### src/rtl/kwm_pkg.sv
`timescale 1ns / 1ps
`default_nettype none

package kwm_pkg;

	// Store geometry.
	localparam int LISTS     = 8;
	localparam int DEPTH     = 64;
	localparam int LIST_W    = (LISTS > 1) ? $clog2(LISTS) : 1;
	localparam int CNT_W     = $clog2(DEPTH + 1);
	localparam int MEM_DEPTH = LISTS * DEPTH;
	localparam int ADDR_W    = $clog2(MEM_DEPTH);

	// Field widths fixed by the item formats.
	localparam int FUNC_W   = 2;
	localparam int IDX_W    = 3;
	localparam int VAL_W    = 32;
	localparam int STATUS_W = 2;

	// Depth of the two small queues.
	localparam int QDEPTH = 2;
	localparam int QPTR_W = 1;
	localparam int QCNT_W = 2;

	// Function codes on the input side.
	localparam logic [FUNC_W-1:0] FUNC_LOAD  = 2'd0;
	localparam logic [FUNC_W-1:0] FUNC_PULL  = 2'd1;
	localparam logic [FUNC_W-1:0] FUNC_CLEAR = 2'd2;

	// Status codes on the result side.
	localparam logic [STATUS_W-1:0] ST_DONE  = 2'd0;
	localparam logic [STATUS_W-1:0] ST_FULL  = 2'd1;
	localparam logic [STATUS_W-1:0] ST_VALUE = 2'd2;
	localparam logic [STATUS_W-1:0] ST_EMPTY = 2'd3;

	typedef struct packed {
		logic [FUNC_W-1:0]       func;
		logic [IDX_W-1:0]        list_index;
		logic signed [VAL_W-1:0] value;
	} in_item_t;

	typedef struct packed {
		logic [STATUS_W-1:0]     status;
		logic signed [VAL_W-1:0] out_value;
		logic [IDX_W-1:0]        from_list;
	} out_item_t;

	typedef enum logic [1:0] {
		OP_LOAD,
		OP_PULL,
		OP_CLEAR,
		OP_NOP
	} op_t;

	// A classified command as it waits between front and back.
	typedef struct packed {
		op_t                     op;
		logic                    list_ok;
		logic [LIST_W-1:0]       list;
		logic signed [VAL_W-1:0] value;
	} cmd_t;

	typedef enum logic [1:0] {
		BK_IDLE,
		BK_SCAN,
		BK_LAST
	} bk_state_t;

endpackage

`default_nettype wire

### src/rtl/kwm_res_queue.sv
`timescale 1ns / 1ps
`default_nettype none

module kwm_res_queue import kwm_pkg::*; (
	input  wire logic      clk,
	input  wire logic      arst_n,
	input  wire logic      res_push,
	input  wire out_item_t res,
	output logic           res_full,
	output logic           empty,
	output out_item_t      result,
	input  wire logic      pop
);

	out_item_t         slot_q [QDEPTH];
	logic [QPTR_W-1:0] wr_ptr_q;
	logic [QPTR_W-1:0] rd_ptr_q;
	logic [QCNT_W-1:0] count_q;
	logic              do_push;
	logic              do_pop;

	assign res_full = (count_q == QCNT_W'(QDEPTH));
	assign empty    = (count_q == '0);
	assign do_push  = res_push && !res_full;
	assign do_pop   = pop && !empty;
	assign result   = slot_q[rd_ptr_q];

	always_ff @(posedge clk) begin
		if (do_push) begin
			slot_q[wr_ptr_q] <= res;
		end
	end

	always_ff @(posedge clk or negedge arst_n) begin
		if (!arst_n) begin
			wr_ptr_q <= '0;
			rd_ptr_q <= '0;
			count_q  <= '0;
		end else begin
			if (do_push) begin
				wr_ptr_q <= wr_ptr_q + QPTR_W'(1);
			end
			if (do_pop) begin
				rd_ptr_q <= rd_ptr_q + QPTR_W'(1);
			end
			if (do_push && !do_pop) begin
				count_q <= count_q + QCNT_W'(1);
			end else if (do_pop && !do_push) begin
				count_q <= count_q - QCNT_W'(1);
			end
		end
	end

endmodule

`default_nettype wire

### config.mk
export PLATFORM = sky130hd
export DESIGN_NAME = kwm_res_queue
export DESIGN_NICKNAME = d
export VERILOG_FILES = /design/src/rtl/kwm_pkg.sv /design/src/rtl/kwm_res_queue.sv
export SDC_FILE = /design/constraint.sdc
export NUM_CORES = 1
export LEC_CHECK = 0
export BUFFER_PORTS_ARGS = -buffer_cell sky130_fd_sc_hd__buf_2
export CAP_MARGIN = 30
export CORE_MARGIN = 2
export CORE_UTILIZATION = 45
export DETAILED_ROUTE_END_ITERATION = 7
export PLACE_DENSITY = 0.7
export SLEW_MARGIN = 20
export SYNTH_ARGS = -nofsm -noshare
export SYNTH_HDL_FRONTEND = slang
export SYNTH_SLANG_ARGS = --single-unit
### constraint.sdc
create_clock -name clk -period 3.6 [get_ports clk]
set_input_delay 1.08 -clock clk [delete_from_list [all_inputs] [get_ports clk]]
set_output_delay 1.08 -clock clk [all_outputs]
set_load 0.02 [all_outputs]
==> results of run 1 <==
[layer usage]
metal / share of wire [%] / GRT usage [%]
met5: 0 / 0
met4: 1.4 / 6.49
met3: 6.4 / 4.57
met2: 53 / 21.9
met1: 39 / 13.3
[stage by stage]
step	cell area (um^2)	hold WS (ns)	utilization [%]	power (mW)	cells
final	3650	0.527	57.5	3.07	305
after floorplan	2950	0.461	-	2.14	134
after detailed placement	3450	0.516	54.3	2.44	289
after CTS	3650	0.518	57.5	3.11	305
after global routing	3650	0.522	57.5	3.21	305
after global placement	3450	0.506	54.3	2.43	289
[logic make-up (layout without fill, tap and decap cells)]
| family | Yosys count | in the layout | share of synthesized area (%) |
|---|---|---|---|
| flip-flops | 78 | 78 | 78.7 |
| multiplexers | 37 | 37 | 16.7 |
| AND/OR/NAND/NOR | 6 | 6 | 0.934 |
| buffers and inverters | 6 | 100 | 1.57 |
| XOR/XNOR | 5 | 5 | 1.49 |
| adder cells (fa/ha/maj) | 1 | 1 | 0.424 |
| AO/OA/AOI/OAI | 1 | 1 | 0.170 |
[power by group through the flow]
stage	Sequential [mW]	Combinational, mW	Clock (mW)
2_1_floorplan	1.32	0.828	0
3_3_place_gp	1.36	1.07	0
3_5_place_dp	1.37	1.07	0
4_1_cts	1.36	1.07	0.681
5_1_grt	1.37	1.12	0.712
6_report	1.35	1.06	0.657
[worst register-to-register path: stages, from the launching register on]
cell and delay [ns]:
sky130_fd_sc_hd__dfrtp_1 0.44, sky130_fd_sc_hd__nand2b_1 0.17, sky130_fd_sc_hd__nand2_1 0.14, sky130_fd_sc_hd__nor2_4 0.52, sky130_fd_sc_hd__buf_12 0.25
[Yosys cell counts (2+ instances only)]
cell type                  number
sky130_fd_sc_hd__xor2_1         2
sky130_fd_sc_hd__mux2_4        20
sky130_fd_sc_hd__nor2_1         3
sky130_fd_sc_hd__mux2_2        17
sky130_fd_sc_hd__inv_1          2
sky130_fd_sc_hd__edfxtp_1      74
sky130_fd_sc_hd__dfrtp_1        4
sky130_fd_sc_hd__xnor2_1        3
sky130_fd_sc_hd__buf_6          3
[area by class of cell]
| cell class | count | share of cell area, % |
|---|---|---|
| Sequential cell | 78 | 63.6 |
| Multi-Input combinational cell | 50 | 16.1 |
| Timing Repair Buffer | 82 | 11.8 |
| Clock buffer | 10 | 3.50 |
| Tap cell | 77 | 2.64 |
| Clock inverter | 6 | 2.09 |
| Inverter | 2 | 0.206 |
[final timing paths]
| kind | end | slack (ns) |
|---|---|---|
| worst min register to register | count_q[1] | 0.53 |
| worst max register to register | slot_q[0][16] | 1.78 |
| worst min-delay path | count_q[1] | 0.53 |
| max in group asynchronous | rd_ptr_q | 2.92 |
| min in group asynchronous | count_q[0] | 0.54 |
| worst max-delay path | result[16] | 0.70 |
[flip-flops by register name (all words and copies together), names as in the netlist]
name / cells
count_q: 2
rd_ptr_q: 1
slot_q: 74
wr_ptr_q: 1
==> run metrics, run 1 <==
TritonCTS clock tree done; Mapped Area 2950 um^2; clock latency on the worst-skew pair 0.33 ns; critical path's top delay family flip-flops; critical path class reg -> out; Max Fanout on Critical Path 18; power density of the placed cells 840 nW/um^2; CTS Hold Bufs 0; Filler Cells Inserted 494; multi-input combinational cell area 589 um^2; cell type contributing the most total cell area after synthesis sky130_fd_sc_hd__edfxtp_1; setup clock skew after layout 0.00804 ns; starting density of the core 46.4%; number of synthesized register bits 78; startpoint kind of the worst setup timing path register; overall track demand over capacity in global routing 12.6%; clock tree root buffer cell sky130_fd_sc_hd__clkbuf_8; sequential element share of the synthesized area 78.7%; buffers inserted during post-CTS setup optimization 0; post-detailed-route DRC marker count 0; EDFF count, synth 74; result of the run finished clean; ANT cells 0; post-CTS clock slew at the launch and capture registers of the worst setup and hold paths 0.07 ns; cell type of the slowest stage on the worst timing path sky130_fd_sc_hd__dfrtp_2; final routed wirelength across all metal layers 4.51 mm; average size of a mapped cell 22.0 um^2; antenna violations before repair 0; startpoint of the worst-slack reg-to-reg timing path count_q[0]; Top-Level Pins 80; most common cell after layout, fill and taps aside sky130_fd_sc_hd__buf_2; Cell Rows 29; die extent in y approximately 85 um; cell depth of the worst hold path 1; total CTS buffers 9; stages on the worst setup path 3; drt first pass iters 3; part of the total power dissipated in sequential elements between 40 and 50%; crit path cell chain buf_4 -> mux2_2 -> buf_2; switching power share of the total 31.4%; max-slew violation total from the final report 0; post-route ant nets 0; share of layout cells above drive strength 1 about three fifths; pre-CTS setup slack 1.03 ns; synth top area cells sky130_fd_sc_hd__edfxtp_1 (75%), sky130_fd_sc_hd__mux2_4 (10%), sky130_fd_sc_hd__mux2_2 (6.5%); final weighted congestion of routability-driven global placement around 0.65; unrepaired setup endpoints after global routing false; type of the most critical hold path reg -> reg; Yosys Warn Count 0; Bufs on Longest Clock Path 2; depth of the worst register-to-register path 4; total congestion overflow after global routing 0; worst rel slew slack 42.4%; input/output buffers roughly 80; worst stage delay on the critical path ~0.66 ns; Leakage Power around 1.5 nW; Synth Instances 134; Post-Syn Nets 176; slew at the pin closest to its max-slew limit ~0.86 ns; maximum level of the CTS H-tree 3; post-detailed-route via-to-cell ratio 4.84; Switching Power 0.963 mW; Hold Vio Cnt, Final 0; Comb pwr share 34.4%; DR iter-0 viols 37; first element of the critical path rd_ptr_q; CTS Sinks between 70 and 80; Die Outline Area around 7200 um^2; largest net degree at the start of global routing 38; final critical path time including I/O delays and setup 2.90 ns; crit end category primary output; Clk pwr share 21.4%; Synth Flop Type sky130_fd_sc_hd__edfxtp_1; global-route wire length before repair around 6.7 mm; Placeable Area between 6000 and 7000 um^2; final period utilization 80.5%; top library cells by usage in the layout, fill and taps aside sky130_fd_sc_hd__buf_2 (79), sky130_fd_sc_hd__edfxtp_1 (74), sky130_fd_sc_hd__mux2_4 (20), sky130_fd_sc_hd__mux2_2 (17), sky130_fd_sc_hd__clkbuf_8 (9); FF+latch area 2320 um^2; data arrival at the endpoint of the critical path 1.82 ns; net count of the finished layout around 270; worst path required time 2.52 ns; vias in the first global route 1,478; cell-internal power about 2.1 mW; Unique masters post-synth 15; asr flop ratio synth under 10%; number of maximum-capacitance constraint violations 0; setup_tns 0 ns; post-detailed-route wirelength per cell 14.8 um; die width ~85 um; HPWL after detailed placement 3.02 mm; start point of the worst min-delay path count_q[1]; upper clock frequency limit roughly 0.35 GHz; Peak supply drop between 0.5 and 0.6 mV; least setup slack across all paths after layout 0.702 ns; Buffers & Inverters on Critical Path 2; overall via count from detail_route 1,477; Yosys top cell area share between 70% and 80%; synthesis-to-layout area growth 23.8%; # resized after CTS 0; final setup violating endpoints 0
Power figures use the tool's default switching activity.
==> run 2: changes to the inputs <==
Clock period 3.6 ns to 2.9 ns, I/O delays scaled along.
==> run 2 against run 1 <==
Combinational power is 29% higher. First-iteration DRC count rose to 2.6 times the previous value. Total power up 23%. Setup slack got worse by 0.35 ns. Utilization increased by 0.16 points. Count of clock-buffer cells in the layout is 1 higher. Die area unchanged. Global-route usage up 1.1 points. Via count shrank 0.61%. Sequential share of layout area down 0.17 points. Critical path depth is the same.
==> run metrics, run 2 (synthesis gave the netlist of run 1 again) <==
DR iter-0 viols 95; die width 85.0 um; net count of the finished layout 266; Die Outline Area 7220 um^2; multi-input combinational cell area 589 um^2; pre-CTS setup slack 0.684 ns; Filler Cells Inserted 503; # resized after CTS 0; most common cell after layout, fill and taps aside sky130_fd_sc_hd__buf_2; buffers inserted during post-CTS setup optimization 0; setup clock skew after layout 0.00607 ns; synthesis-to-layout area growth 24.1%; share of layout cells above drive strength 1 59.8%; HPWL after detailed placement 3.18 mm; final routed wirelength across all metal layers between 4 and 5 mm; input/output buffers 79; upper clock frequency limit 0.393 GHz; slew at the pin closest to its max-slew limit 0.547 ns; Top reg by flops slot_q; total congestion overflow after global routing 0; ANT cells 0; least setup slack across all paths after layout 0.354 ns; post-CTS clock slew at the launch and capture registers of the worst setup and hold paths 0.07 ns; Bufs on Longest Clock Path 2; maximum level of the CTS H-tree 3; startpoint kind of the worst setup timing path register; crit end category primary output; FF+latch area 2320 um^2; Buffers & Inverters on Critical Path 2; global-route wire length before repair 7.22 mm; crit path cell chain buf_12 -> mux2_2 -> buf_2; starting density of the core 46.4%; Cell Rows 29; power density of the placed cells 1030 nW/um^2; final weighted congestion of routability-driven global placement 0.706; TritonCTS clock tree done; cell type of the slowest stage on the worst timing path sky130_fd_sc_hd__dfrtp_2; overall via count from detail_route 1,468; drt first pass iters 4; data arrival at the endpoint of the critical path 1.68 ns; die extent in y roughly 85 um; max-slew violation total from the final report 0; final setup violating endpoints 0; clock latency on the worst-skew pair between 0.3 and 0.4 ns; Placeable Area ~6300 um^2; number of maximum-capacitance constraint violations 0; CTS Hold Bufs 0; worst path required time 2.03 ns; final period utilization 87.8%; critical path class reg -> out; Peak supply drop about 0.77 mV; antenna violations before repair 0; vias in the first global route 1,475; post-detailed-route wirelength per cell approximately 15 um; number of flip-flops in the largest register 74; leading registers by flop count slot_q: 74 flops, count_q: 2 flops; CTS Sinks 78; Max Fanout on Critical Path 18; unrepaired setup endpoints after global routing false; post-detailed-route DRC marker count 0; top library cells by usage in the layout, fill and taps aside sky130_fd_sc_hd__buf_2 (79), sky130_fd_sc_hd__edfxtp_1 (74), sky130_fd_sc_hd__mux2_4 (20), sky130_fd_sc_hd__mux2_2 (17), sky130_fd_sc_hd__clkbuf_8 (9); setup_tns 0 ns; post-route ant nets 0; final critical path time including I/O delays and setup 2.55 ns; Top-Level Pins 80; post-detailed-route via-to-cell ratio 4.80; critical path's top delay family flip-flops; worst stage delay on the critical path 0.59 ns; Hold Vio Cnt, Final 0; worst rel slew slack between 60% and 70%; clock tree root buffer cell sky130_fd_sc_hd__clkbuf_8; result of the run finished clean; total CTS buffers 9; Leakage Power between 1 and 1.5 nW; overall track demand over capacity in global routing 13.7%; largest net degree at the start of global routing 22; type of the most critical hold path in -> async
[run 2: through the flow]
| step | total power, mW | cells | hold slack [ns] | cell area [um^2] | util (%) |
|---|---|---|---|---|---|
| 4_1_cts | 3.84 | 306 | 0.310 | 3660 | 57.7 |
| 3_5_place_dp | 3.09 | 290 | 0.510 | 3480 | 54.8 |
| 5_1_grt | 3.98 | 306 | 0.306 | 3660 | 57.7 |
| 3_3_place_gp | 3.06 | 290 | 0.503 | 3480 | 54.8 |
| 6_report | 3.78 | 306 | 0.324 | 3660 | 57.7 |
| 2_1_floorplan | 2.66 | 134 | 0.479 | 2950 | - |
[run 2: layout make-up]
type,instances,area share [%]
clock buffer,11,3.59
clock inverter,5,1.37
inverter,2,0.205
multi-input combinational,50,16.1
sequential,78,63.5
tap,77,2.63
timing repair buffer,83,12.6
[run 2: metal layers]
layer / track usage (%) / wire (um) / up-vias / part of all wire [%]
met2: 22.0 / 2340 / 41 / 50
met4: 7.79 / 116 / 0 / 2.5
li1: - / - / 699 / -
met3: 3.99 / 206 / 9 / 4.4
met5: 0 / 0 / - / 0
met1: 16.5 / 1990 / 719 / 43
[run 2: where the power goes]
| part | total, mW | leakage, nW | internal [mW] | switching (mW) |
|---|---|---|---|---|
| Sequential | 1.66 | 0.733 | 1.54 | 0.118 |
| Combinational | 1.37 | 0.631 | 0.623 | 0.745 |
| Clock | 0.747 | 0.0968 | 0.392 | 0.355 |
[run 2: worst register-to-register path: cells and delay by family (launching register included)]
family	cells	cell delay, ns
AND/OR/NAND/NOR	3	0.78
flip-flops	1	0.43
buffers and inverters	1	0.25
[run 2: final timing paths]
kind	from	endpoint	slack, ns	depth (start not counted)
max	rd_ptr_q	result[21]	0.35	3
min in group clk	count_q[1]	count_q[1]	0.52	1
max reg2reg	count_q[0]	slot_q[0][36]	1.14	4
min reg2reg	count_q[1]	count_q[1]	0.52	1
max in group asynchronous	arst_n	rd_ptr_q	2.45	1
min	arst_n	count_q[1]	0.32	1
